[src/design/ffpa_pkg.sv]
// ----------------------------------------------------------------------------
// ffpa_pkg
// Shared widths, reset values and ring control type for the first-fit page
// run allocator.
// ----------------------------------------------------------------------------
package ffpa_pkg;

   localparam int PAGE_COUNT_DEF = 1024;
   localparam int OWNER_BITS_DEF = 8;

   localparam int LEN_W      = 11;   // run_length and pages_in_use
   localparam int OWNER_IN_W = 8;    // owner_id port
   localparam int START_W    = 10;   // start_index port
   localparam int TOTAL_W    = 11;   // reserved page count
   localparam int SUM_W      = TOTAL_W + 1;

   localparam logic [LEN_W-1:0]   PAGES_RESET = 11'd1024;
   localparam logic [TOTAL_W-1:0] TOTAL_MAX   = 11'd2047;

   // Broadcast to every cell of the ring.
   typedef struct packed {
      logic shift;    // advance the ring by one cell
      logic clear;    // drop all tentative marks
      logic commit;   // turn tentative marks into reserved pages
   } ring_ctl_type;

endpackage

[src/design/ffpa_cell.sv]
// ----------------------------------------------------------------------------
// ffpa_cell
// One page slot of the rotating ring: reserved bit, tentative mark, owner.
// ----------------------------------------------------------------------------
module ffpa_cell #(
   parameter int OWNER_BITS = ffpa_pkg::OWNER_BITS_DEF
) (
   input  logic                    clock,
   input  logic                    reset,
   input  ffpa_pkg::ring_ctl_type  ctl,
   input  logic [OWNER_BITS-1:0]   commit_owner,
   input  logic                    prev_reserved,
   input  logic                    prev_mark,
   input  logic [OWNER_BITS-1:0]   prev_owner,
   output logic                    reserved,
   output logic                    mark,
   output logic [OWNER_BITS-1:0]   owner
);

   logic                  reserved_ff, reserved_in;
   logic                  mark_ff, mark_in;
   logic [OWNER_BITS-1:0] owner_ff, owner_in;
   logic                  take;

   assign take = ctl.commit & prev_mark;

   always_comb begin
      reserved_in = prev_reserved | take;
      mark_in     = prev_mark & ~(ctl.clear | ctl.commit);
      owner_in    = take ? commit_owner : prev_owner;
   end

   always_ff @(posedge clock) begin
      if (reset) begin
         reserved_ff <= 1'b0;
         mark_ff     <= 1'b0;
         owner_ff    <= '0;
      end else if (ctl.shift) begin
         reserved_ff <= reserved_in;
         mark_ff     <= mark_in;
         owner_ff    <= owner_in;
      end
   end

   assign reserved = reserved_ff;
   assign mark     = mark_ff;
   assign owner    = owner_ff;

endmodule

[src/design/ffpa_head.sv]
// ----------------------------------------------------------------------------
// ffpa_head
// Scan head in the ring link: counts the free run, records its start and
// drives the ring broadcast.
// ----------------------------------------------------------------------------
module ffpa_head #(
   parameter  int PAGE_COUNT = ffpa_pkg::PAGE_COUNT_DEF,
   localparam int IDX_W      = (PAGE_COUNT > 1) ? $clog2(PAGE_COUNT) : 1,
   localparam int CNT_W      = $clog2(PAGE_COUNT + 1),
   localparam int CMP_W      = (CNT_W > ffpa_pkg::LEN_W) ? CNT_W : ffpa_pkg::LEN_W
) (
   input  logic                          clock,
   input  logic                          reset,
   input  logic                          launch,
   input  logic                          active,
   input  logic [ffpa_pkg::LEN_W-1:0]    run_length,
   input  logic [CMP_W-1:0]              pages,
   input  logic                          page_reserved,
   output logic                          mark,
   output ffpa_pkg::ring_ctl_type        ctl,
   output logic                          last,
   output logic                          hit,
   output logic [IDX_W-1:0]              start
);

   logic [IDX_W-1:0] idx_ff, idx_in;
   logic [CNT_W-1:0] run_ff, run_in, run_next;
   logic [IDX_W-1:0] start_ff, start_in;
   logic             searching_ff, searching_in;
   logic             hit_ff, hit_in;
   logic             probe, free, is_hit;

   always_comb begin
      free     = ~page_reserved;
      probe    = active & searching_ff & (CMP_W'(idx_ff) < pages);
      run_next = CNT_W'(run_ff + 1'b1);
      is_hit   = probe & free & (CMP_W'(run_next) == CMP_W'(run_length));
      last     = (idx_ff == IDX_W'(PAGE_COUNT - 1));

      mark       = probe & free;
      ctl.shift  = active;
      ctl.commit = is_hit;
      ctl.clear  = (probe & page_reserved) | is_hit | (active & last);

      idx_in       = idx_ff;
      run_in       = run_ff;
      start_in     = start_ff;
      searching_in = searching_ff;
      hit_in       = hit_ff;
      if (launch) begin
         idx_in       = '0;
         run_in       = '0;
         searching_in = 1'b1;
         hit_in       = 1'b0;
      end else if (active) begin
         idx_in = IDX_W'(idx_ff + 1'b1);
         if (probe) begin
            if (free) begin
               run_in = run_next;
               if (run_ff == '0) begin
                  start_in = idx_ff;
               end
               if (is_hit) begin
                  searching_in = 1'b0;
                  hit_in       = 1'b1;
               end
            end else begin
               run_in = '0;
            end
         end
      end
   end

   always_ff @(posedge clock) begin
      if (reset) begin
         idx_ff       <= '0;
         run_ff       <= '0;
         searching_ff <= 1'b0;
         hit_ff       <= 1'b0;
      end else begin
         idx_ff       <= idx_in;
         run_ff       <= run_in;
         searching_ff <= searching_in;
         hit_ff       <= hit_in;
      end
   end

   always_ff @(posedge clock) begin
      start_ff <= start_in;
   end

   assign hit   = hit_ff;
   assign start = start_ff;

endmodule

[src/design/first_fit_page_run_allocator.sv]
// ----------------------------------------------------------------------------
// first_fit_page_run_allocator
// First-fit allocator of contiguous page runs over a ring of page cells.
// ----------------------------------------------------------------------------
// Usage:
//   req_* beat: run_length and owner_id. rsp_* beat: found and start_index.
//   csr_wr_en/csr_wr_data write pages_in_use (size of the managed region);
//   write it only while no request is outstanding.
//   Every page lives in a cell of a ring. For a request the ring rotates
//   once past a scan head that looks at one page per cycle in ascending
//   order. Free pages of the current run get a tentative mark; a reserved
//   page drops all marks, and reaching the requested length commits them
//   as reserved under the owner.
//   A scanned request passes through SCAN while the ring rotates, then DONE,
//   then rsp_valid rises from the output register; a request that fails at
//   once (zero length, region full) skips SCAN. One request is in flight at a
//   time; the next is taken in DONE as the result moves into the output
//   register. Quick failures can follow every cycle while rsp_ready is high.
//   req_ready is low during a scan and while a finished result cannot move
//   into the output register. A stalled rsp_ready holds the result.
//   Reset frees every page, clears the owners and the count and sets
//   pages_in_use to 1024.
// ----------------------------------------------------------------------------
module first_fit_page_run_allocator #(
   parameter int PAGE_COUNT = ffpa_pkg::PAGE_COUNT_DEF,
   parameter int OWNER_BITS = ffpa_pkg::OWNER_BITS_DEF
) (
   input  logic                              clock,
   input  logic                              reset,
   input  logic                              req_valid,
   output logic                              req_ready,
   input  logic [ffpa_pkg::LEN_W-1:0]        req_run_length,
   input  logic [ffpa_pkg::OWNER_IN_W-1:0]   req_owner_id,
   output logic                              rsp_valid,
   input  logic                              rsp_ready,
   output logic                              rsp_found,
   output logic [ffpa_pkg::START_W-1:0]      rsp_start_index,
   input  logic                              csr_wr_en,
   input  logic [ffpa_pkg::LEN_W-1:0]        csr_wr_data
);

   localparam int IDX_W = (PAGE_COUNT > 1) ? $clog2(PAGE_COUNT) : 1;
   localparam int CNT_W = $clog2(PAGE_COUNT + 1);
   localparam int CMP_W = (CNT_W > ffpa_pkg::LEN_W) ? CNT_W : ffpa_pkg::LEN_W;
   localparam int SI_W  = ffpa_pkg::START_W;
   localparam int SUM_W = ffpa_pkg::SUM_W;
   localparam int TOT_W = ffpa_pkg::TOTAL_W;

   typedef enum logic [1:0] {
      ST_IDLE,
      ST_SCAN,
      ST_DONE
   } state_type;

   state_type state_ff;

   // Configuration and request holding registers.
   logic [ffpa_pkg::LEN_W-1:0] pages_ff;
   logic [ffpa_pkg::LEN_W-1:0] len_ff;
   logic [OWNER_BITS-1:0]      owner_ff;
   logic [TOT_W-1:0]           total_ff, total_in;
   logic                       quick_fail_ff;

   logic                       rsp_valid_ff;
   logic                       rsp_found_ff;
   logic [SI_W-1:0]            rsp_start_ff;

   logic [CMP_W-1:0]           pages_cmp, n_eff;
   logic [SUM_W-1:0]           sum_w;
   logic                       req_beat, fail_now, launch, active, rsp_free;

   // Ring wiring.
   logic                       res_w  [PAGE_COUNT];
   logic                       mark_w [PAGE_COUNT];
   logic [OWNER_BITS-1:0]      own_w  [PAGE_COUNT];
   logic                       head_mark, head_last, head_hit;
   logic [IDX_W-1:0]           head_start;
   ffpa_pkg::ring_ctl_type     ctl;

   // In DONE with a stalled output the result must drain first; hold off
   // the next beat until the output register frees up.
   assign req_ready = (state_ff == ST_IDLE) | ((state_ff == ST_DONE) & rsp_free);
   assign req_beat  = req_valid & req_ready;
   assign active    = (state_ff == ST_SCAN);
   assign rsp_free  = ~rsp_valid_ff | rsp_ready;

   // Region size, capped at the ring size.
   always_comb begin
      pages_cmp = CMP_W'(pages_ff);
      n_eff     = (pages_cmp > CMP_W'(PAGE_COUNT)) ? CMP_W'(PAGE_COUNT) : pages_cmp;
      fail_now  = (req_run_length == '0) | (CMP_W'(total_ff) >= n_eff);
      launch    = req_beat & ~fail_now;
   end

   // Add the run to the count on commit, saturating.
   always_comb begin
      sum_w    = SUM_W'(total_ff) + SUM_W'(len_ff);
      total_in = (sum_w > SUM_W'(ffpa_pkg::TOTAL_MAX)) ? ffpa_pkg::TOTAL_MAX
                                                       : sum_w[TOT_W-1:0];
   end

   always_ff @(posedge clock) begin
      if (reset) begin
         pages_ff <= ffpa_pkg::PAGES_RESET;
      end else if (csr_wr_en) begin
         pages_ff <= csr_wr_data;
      end
   end

   always_ff @(posedge clock) begin
      if (reset) begin
         total_ff <= '0;
      end else if (ctl.commit) begin
         total_ff <= total_in;
      end
   end

   // Hold the request while the ring turns.
   always_ff @(posedge clock) begin
      if (req_beat) begin
         len_ff   <= req_run_length;
         owner_ff <= OWNER_BITS'(req_owner_id);
      end
   end

   // Sequencer: scan, or go straight to DONE on a quick failure, then hand the result to the output register.
   always_ff @(posedge clock) begin
      if (reset) begin
         state_ff      <= ST_IDLE;
         quick_fail_ff <= 1'b0;
         rsp_valid_ff  <= 1'b0;
         rsp_found_ff  <= 1'b0;
         rsp_start_ff  <= '0;
      end else begin
         // Drop the taken beat; DONE reloads the register itself.
         if (rsp_valid_ff && rsp_ready && (state_ff != ST_DONE)) begin
            rsp_valid_ff <= 1'b0;
         end
         unique case (state_ff)
            ST_IDLE: begin
               if (req_beat) begin
                  quick_fail_ff <= fail_now;
                  state_ff      <= fail_now ? ST_DONE : ST_SCAN;
               end
            end
            ST_SCAN: begin
               if (head_last) begin
                  state_ff <= ST_DONE;
               end
            end
            ST_DONE: begin
               if (rsp_free) begin
                  rsp_valid_ff <= 1'b1;
                  rsp_found_ff <= ~quick_fail_ff & head_hit;
                  rsp_start_ff <= (~quick_fail_ff & head_hit) ? SI_W'(head_start) : '0;
                  // A new request may be taken in the same cycle.
                  if (req_beat) begin
                     quick_fail_ff <= fail_now;
                     state_ff      <= fail_now ? ST_DONE : ST_SCAN;
                  end else begin
                     state_ff <= ST_IDLE;
                  end
               end
            end
            default: begin
               state_ff <= ST_IDLE;
            end
         endcase
      end
   end

   assign rsp_valid       = rsp_valid_ff;
   assign rsp_found       = rsp_found_ff;
   assign rsp_start_index = rsp_start_ff;

   ffpa_head #(
      .PAGE_COUNT (PAGE_COUNT)
   ) u_head (
      .clock         (clock),
      .reset         (reset),
      .launch        (launch),
      .active        (active),
      .run_length    (len_ff),
      .pages         (n_eff),
      .page_reserved (res_w[PAGE_COUNT-1]),
      .mark          (head_mark),
      .ctl           (ctl),
      .last          (head_last),
      .hit           (head_hit),
      .start         (head_start)
   );

   // Cell 0 takes the page leaving the head; every other cell its neighbor.
   for (genvar k = 0; k < PAGE_COUNT; k++) begin : g_ring
      logic                  p_res;
      logic                  p_mark;
      logic [OWNER_BITS-1:0] p_own;
      if (k == 0) begin : g_first
         assign p_res  = res_w[PAGE_COUNT-1];
         assign p_mark = head_mark;
         assign p_own  = own_w[PAGE_COUNT-1];
      end else begin : g_rest
         assign p_res  = res_w[k-1];
         assign p_mark = mark_w[k-1];
         assign p_own  = own_w[k-1];
      end
      ffpa_cell #(
         .OWNER_BITS (OWNER_BITS)
      ) u_cell (
         .clock         (clock),
         .reset         (reset),
         .ctl           (ctl),
         .commit_owner  (owner_ff),
         .prev_reserved (p_res),
         .prev_mark     (p_mark),
         .prev_owner    (p_own),
         .reserved      (res_w[k]),
         .mark          (mark_w[k]),
         .owner         (own_w[k])
      );
   end

   // Commit happens only during a scan.
   a_commit_in_scan: assert property (@(posedge clock) disable iff (reset)
      ctl.commit |-> (state_ff == ST_SCAN))
      else $error("commit outside scan");

   // The reserved count never goes down.
   a_total_grows: assert property (@(posedge clock) disable iff (reset)
      ##1 (total_ff >= $past(total_ff)))
      else $error("reserved count decreased");

   // A commit leaves the hit flag set for the result.
   a_hit_after_commit: assert property (@(posedge clock) disable iff (reset)
      ctl.commit |=> head_hit)
      else $error("hit flag missing after commit");

   // A found result never comes from a quick failure.
   a_found_scanned: assert property (@(posedge clock) disable iff (reset)
      $rose(rsp_valid) && rsp_found |-> $past(~quick_fail_ff))
      else $error("found on quick failure");

endmodule
[config.mk]
export PLATFORM = sky130hd
export DESIGN_NAME = first_fit_page_run_allocator
export DESIGN_NICKNAME = d
export VERILOG_FILES = /design/src/design/ffpa_pkg.sv /design/src/design/ffpa_cell.sv /design/src/design/ffpa_head.sv /design/src/design/first_fit_page_run_allocator.sv
export SDC_FILE = /design/constraint.sdc
export NUM_CORES = 2
export LEC_CHECK = 0
export ABC_CLOCK_PERIOD_IN_PS = 6390
export BUFFER_PORTS_ARGS = -buffer_cell sky130_fd_sc_hd__buf_2
export CAP_MARGIN = 10
export CORE_MARGIN = 8
export CORE_UTILIZATION = 60
export CTS_CLUSTER_DIAMETER = 80
export DETAILED_ROUTE_END_ITERATION = 8
export PLACE_DENSITY_LB_ADDON = 0.25
export SLEW_MARGIN = 10
export SYNTH_ARGS = -nofsm -noshare
export SYNTH_HDL_FRONTEND = slang
export SYNTH_SLANG_ARGS = --single-unit
[constraint.sdc]
create_clock -name clock -period 6.39 [get_ports clock]
set_input_delay 1.278 -clock clock [delete_from_list [all_inputs] [get_ports clock]]
set_output_delay 1.278 -clock clock [all_outputs]
set_load 0.01 [all_outputs]
Yosys cells after proc, flatten, opt, wreduce, memory -nomap -nowiden
Index checks and enable logic that the tools add are counted.

word-level totals
  bits in registers = 2128
  output and inout port bits = 13
  logic and storage cells = 5207

operators by class
  add/subtract/negate cells = 3
  magnitude comparators = 4
  equality and inequality tests = 9
  muxes and demuxes = 21
  bitwise operators = 3093
  reductions and logical operators = 17

operators by type and width
  kind                                                                     number
  1-bit AND                                                                2057
  1-bit OR                                                                 1030
  11-bit 2-to-1 mux                                                        3
  11-bit logical NOT                                                       2
  11-bit by 11-bit adder with 12-bit output                                1
  12-bit by 11-bit > comparator with 1-bit output (second input constant)  1
  11-bit by 1-bit adder with 11-bit output (second input constant)         1
  11-bit == test                                                           1
  11-bit greater-or-equal comparator                                       1
  11-bit > comparator (second input constant)                              1
  10-bit by 11-bit less-than comparator with 1-bit output                  1
  10-bit by 1-bit adder with 10-bit output (second input constant)         1
  10-bit == test (second input constant)                                   1
  1-bit 2-to-1 mux                                                         10
  10-bit 2-to-1 mux                                                        1
  2-bit 2-to-1 mux                                                         5
  2-bit inequality test (second input constant)                            5
  4-bit AND reduction                                                      2
  2-bit nonzero test                                                       4
  1-bit NOT                                                                6
  2-bit one-hot mux with 3 select lines                                    1
  2-bit AND reduction                                                      3
  5-bit AND reduction                                                      1
  3-bit AND reduction                                                      1
  other kinds (6)                                                          7

Depth between registers and ports, before layout
  word-level depth = 11
  mapped depth = 14

Cells and area by module
From an unflattened synthesis, not the netlist that was laid out.

unflattened totals
  cell total of the unflattened synthesis = 56827
  area total of the unflattened synthesis = 555700.5 um^2

by module, submodules not included
  module                        instances  cells each  area each (um^2)
  ffpa_cell                     1024       55          538.0
  first_fit_page_run_allocator  1          263         2683.8
  ffpa_head                     1          244         2088.3

Least setup slack after synthesis
Ideal clock, no wire load.

  kind = register -> register
  start = reg pages_ff, in the netlist pages_cmp[10]
  end = reg g_ring[224].u_cell.reserved_ff
  data arrival time = 3276 ps
  data required time = 6319 ps
  slack = 3043 ps
  stages on the path, launching flop included = 15
  period minus slack after synthesis = 3347 ps
  cells stage by stage = dfxtp_1 inv_1 clkbuf_1 nand2_1 ha_1 a21o_1 a221o_1 or4b_4 a31oi_4 nand4_4 nor2_4 buf_4 buf_4 buf_4 o2bb2ai_1

between the ends
  longest elaborated chain between the ends = 8

RTL lines
  element                                                      RTL line                             source
  from (decl)                                                  first_fit_page_run_allocator.sv:58   logic [ffpa_pkg::LEN_W-1:0] pages_ff;
  from (signal assigned)                                       first_fit_page_run_allocator.sv:104  pages_ff <= ffpa_pkg::PAGES_RESET;
  from (signal assigned)                                       first_fit_page_run_allocator.sv:106  pages_ff <= csr_wr_data;
  11-bit > comparator                                          first_fit_page_run_allocator.sv:90   n_eff = (pages_cmp > CMP_W'(PAGE_COUNT)) ? CMP_W'(PAGE_COUNT) : pages_cmp;
  11-bit 2-to-1 mux (*)                                        first_fit_page_run_allocator.sv:90
  10-bit by 11-bit less-than comparator with 1-bit output (*)  ffpa_head.sv:35                      probe = active & searching_ff & (CMP_W'(idx_ff) < pages);
  1-bit AND (*)                                                ffpa_head.sv:35
  1-bit AND (*) (2 in a row)                                   ffpa_head.sv:37                      is_hit = probe & free & (CMP_W'(run_next) == CMP_W'(run_length));
  1-bit AND (*)                                                ffpa_cell.sv:25                      assign take = ctl.commit & prev_mark;
  1-bit OR (*)                                                 ffpa_cell.sv:28                      reserved_in = prev_reserved | take;
  to (signal assigned)                                         ffpa_cell.sv:39                      reserved_ff <= reserved_in;
  to (decl)                                                    ffpa_cell.sv:20                      logic reserved_ff, reserved_in;

Mark *: on every way between the ends. The rest lies on a longest branch, timed or not.
A chain may end at the register's enable or synchronous reset.

Worst setup path after layout
  start = reg pages_ff, in the netlist pages_cmp[10]
  end = reg g_ring[278].u_cell.reserved_ff

between the ends
  longest elaborated chain between the ends = 8

RTL lines
  element                                                      RTL line
  11-bit > comparator                                          first_fit_page_run_allocator.sv:90
  11-bit 2-to-1 mux (*)                                        first_fit_page_run_allocator.sv:90
  10-bit by 11-bit less-than comparator with 1-bit output (*)  ffpa_head.sv:35
  1-bit AND (*)                                                ffpa_head.sv:35
  1-bit AND (*) (2 in a row)                                   ffpa_head.sv:37
  1-bit AND (*)                                                ffpa_cell.sv:25
  1-bit OR (*)                                                 ffpa_cell.sv:28
  to (signal assigned)                                         ffpa_cell.sv:39
  to (decl)                                                    ffpa_cell.sv:20

Marks and branches as above.

==> impl_metrics.ini <==
[critical_path]
crit_buf_inv = 2
crit_family = simple AND/OR/NAND/NOR gates
rrSetupSlack_ns = 1.75
r2r-start = pages_cmp[10]
worst-setup-path-type = register to register
critPathSlowestCell = buf_4
slowest_delay_ns = 0.79
ff2ff_path_depth = 11
crit_chain = inv_1 -> nand2_1 -> ha_1 -> a21o_1 -> a221o_1 -> or4b_4 -> a31oi_4 -> nand4_4 -> nor2_4 -> buf_4 -> o2bb2ai_1
cp_max_fo = 81
start_kind = register
critPathRequiredTime_ns = 7.09
reg2reg_to = g_ring[278].u_cell.reserved
critPathCaptureType = register
cp.arrival_ns = 5.34

[die]
num_rows = 131
dieArea_sq_um = 139000
core_area_sq_um = 127000
num_io_pins = 48
start_util_pct = 60.2
die_w_microns = 373
die_y_microns = 373

[synth]
synth_cell_types = 63
ys_seq_area_share_pct = 56.0
yosysWarnings = 0
synthesis.nets = 6253
async_flop_share_pct = 0
synth_edf_count = 21
synth_cells = 6183
synth.cell_area_sq_um = 76400
ys_ff_latch = 2128
synth-main-ff-cell = dfxtp_1
syn_area_per_cell_sq_um = 12.4

[power]
power.internal_mw = 20.6
pwr-share-comb_pct = 5.0
p_sw_mw = 5.73
ir_worst_vdd_v = 0.000231
pwr-share-clk_pct = 44.5
p_leak_nw = 30.4
powerDensity_nw_per_um2 = 316
seqPwrFrac_pct = 50.5
sw_frac_of_total_pct = 21.7

[global_routing]
grt_util_met1_pct = 22.1
use_met2_pct = 30.0
grt_use_total_pct = 17.3
first_global_vias = 45800
grt_overflow = 0
antenna_found_initial = 0
grt_use_met3_pct = 2.93
grt_pass1_wl_microns = 218000
grt_max_degree = 220
grt-busiest-layer = met2

[routing]
wirelength_microns = 126000
vias_per_cell = 6.10
wl_per_cell_microns = 16.3
firstDrtPassIters = 5
drc = 0
drt_iter0_drc = 2750
drtAntennaViolNets = 0
num_vias = 47000

[cells_and_area]
utilization_pct = 65.6
drive_gt1_share_pct = 6.88
area_growth_pct = 9.02
nets = 5957
n_antenna_cell = 0
fin_area_sq_um = 83300

[placed_design]
gp_congestion = 0.798
dp_hpwl_microns = 65100
numPortBuffers = 39
placed_area_sq_um = 76700

[clock_network]
cts_num_sinks = 2128
postCtsHoldBufs = 0
cts_tree = yes
path_clk_slew_ns = 0.06
cts_max_level = 4
clock_latency_ns = 0.78
postCtsSetupRepairBufs = 0
cts_resized = 0
clock_path_buffers = 3
cts-root-buf = clkbuf_16
cts_buffers = 200

[sta]
fin_crit_sh_pct = 72.7
max_clock_freq_mhz = 215
fin_tns_setup_ns = 0
hold_viol = 0
slew_headroom_pct = 23.2
drv_slew = 0
period_minus_slack_ns = 4.64
whs_ns = 0.466
rsz0062_at_grt = no
finalSetupViolations = 0
worst-slew-pin-transition_ns = 1.14
skew_ns = 0.0218

[hold_path]
hold_class = register to register
whs_endpoint = g_ring[1023].u_cell.reserved
hold-path-cell-count = 1
min_from = g_ring[1022].u_cell.mark

[outcome]
status = finished, final reports clean

[run]
cap_violations = 0
## placed cells by master, fill, tap and decap left out, types with 24 or more instances in the layout
cell type,count
a22o_1,1021
buf_12,29
buf_2,38
buf_4,24
clkbuf_1,53
clkbuf_16,205
clkbuf_8,51
clkinv_2,30
dfxtp_1,2107
ha_1,34
mux2i_1,1035
nand2_1,42
nand3_1,32
nor2_1,55
o2bb2ai_1,1023
## how the worst max path moves through the flow
stage / from / to / depth (start not counted)
2_1_floorplan: pages_cmp[10] / g_ring[224].u_cell.reserved / 14
3_3_place_gp: reset / g_ring[171].u_cell.mark / 7
3_5_place_dp: reset / g_ring[888].u_cell.mark / 7
4_1_cts: pages_cmp[10] / g_ring[278].u_cell.reserved / 11
5_1_grt: pages_cmp[10] / g_ring[278].u_cell.reserved / 11
6_report: pages_cmp[10] / g_ring[278].u_cell.reserved / 11
## power groups by stage
| stage | combinational (mW) | clock [mW] | sequential (mW) |
|---|---|---|---|
| finish | 1.31 | 11.7 | 13.3 |
| CTS | 1.31 | 12.0 | 13.3 |
| global placement | 1.30 | 0 | 13.6 |
| detailed placement | 1.31 | 0 | 13.6 |
| global route | 1.40 | 12.6 | 13.3 |
| floorplan | 1.13 | 0 | 13.6 |
## synthesized netlist by cell type, types with 6 or more instances
library cell,number,area share [%]
a21o_1,8,0.079
a21oi_1,23,0.15
a22o_1,1021,12
a22oi_1,10,0.098
a31oi_1,15,0.12
and3_1,11,0.090
buf_2,100,0.65
buf_4,126,1.2
clkbuf_1,357,1.8
dfxtp_1,2107,55
edfxtp_1,21,0.83
ha_1,34,0.56
inv_1,15,0.074
mux2i_1,1035,14
nand2_1,42,0.21
nand2b_1,10,0.082
nand3_1,32,0.21
nand4_1,10,0.082
nor2_1,56,0.28
nor3_1,8,0.052
nor4_1,6,0.049
o21ai_0,15,0.098
o2bb2ai_1,1023,12
or4_1,7,0.069
xnor2_1,17,0.19
xor2_1,11,0.13
## per-stage QoR
step                total power, mW  cells  setup WS (ns)
floorplan                      14.7   6183           3.04
global placement               14.9   7347           1.69
detailed placement             14.9   7347           1.68
CTS                            26.7   7712           1.75
global route                   27.3   7712           1.49
finish                         26.3   7712           1.75
## cell families (layout without fill, tap and decap cells)
family	count (synthesis)	count (layout)	share of synthesized area (%)
compound gates	2146	2146	24.3
flops	2128	2128	56.0
mux	1035	1035	13.6
buf+inv	606	473	3.79
simple gates	205	205	1.38
fa+ha+maj	35	35	0.583
xor+xnor	28	28	0.321
## worst reg2reg max path: stages (launching register included)
cell and delay [ns]:
dfxtp_1 0.35, inv_1 0.26, nand2_1 0.16, ha_1 0.31, a21o_1 0.18, a221o_1 0.39, or4b_4 0.55, a31oi_4 0.36
nand4_4 0.32, nor2_4 0.64, buf_4 0.81, o2bb2ai_1 0.23
## layer usage
metal,vias up,part of all wire [%]
met2,478,47
met3,181,3.0
li1,23400,-
met4,0,1.9
met5,-,0
met1,22900,48
## sequential cells by signal, indices dropped and copies added, names as in the netlist
| register | cells |
|---|---|
| g_ring.u_cell.reserved | 1024 |
| rsp_found | 1 |
| u_head.run_ff | 11 |
| u_head.start | 10 |
| u_head.hit | 1 |
| rsp_start_index | 10 |
| rsp_valid | 1 |
| g_ring.u_cell.mark | 1023 |
| total_ff | 11 |
| u_head.searching_ff | 1 |
| quick_fail_ff | 1 |
| pages_cmp | 11 |
| u_head.idx_ff | 10 |
| len_ff | 11 |
| state_ff | 2 |
## final cells by class
class / count / area [sq um]
Tap cell: 1662 / 2080
Timing Repair Buffer: 92 / 966
Clock buffer: 309 / 6030
Fill cell: 9473 / 43700
Clock inverter: 56 / 621
Sequential cell: 2128 / 42800
Inverter: 16 / 60.1
Multi-Input combinational cell: 3449 / 30700
(Power assumes the default switching activity.)
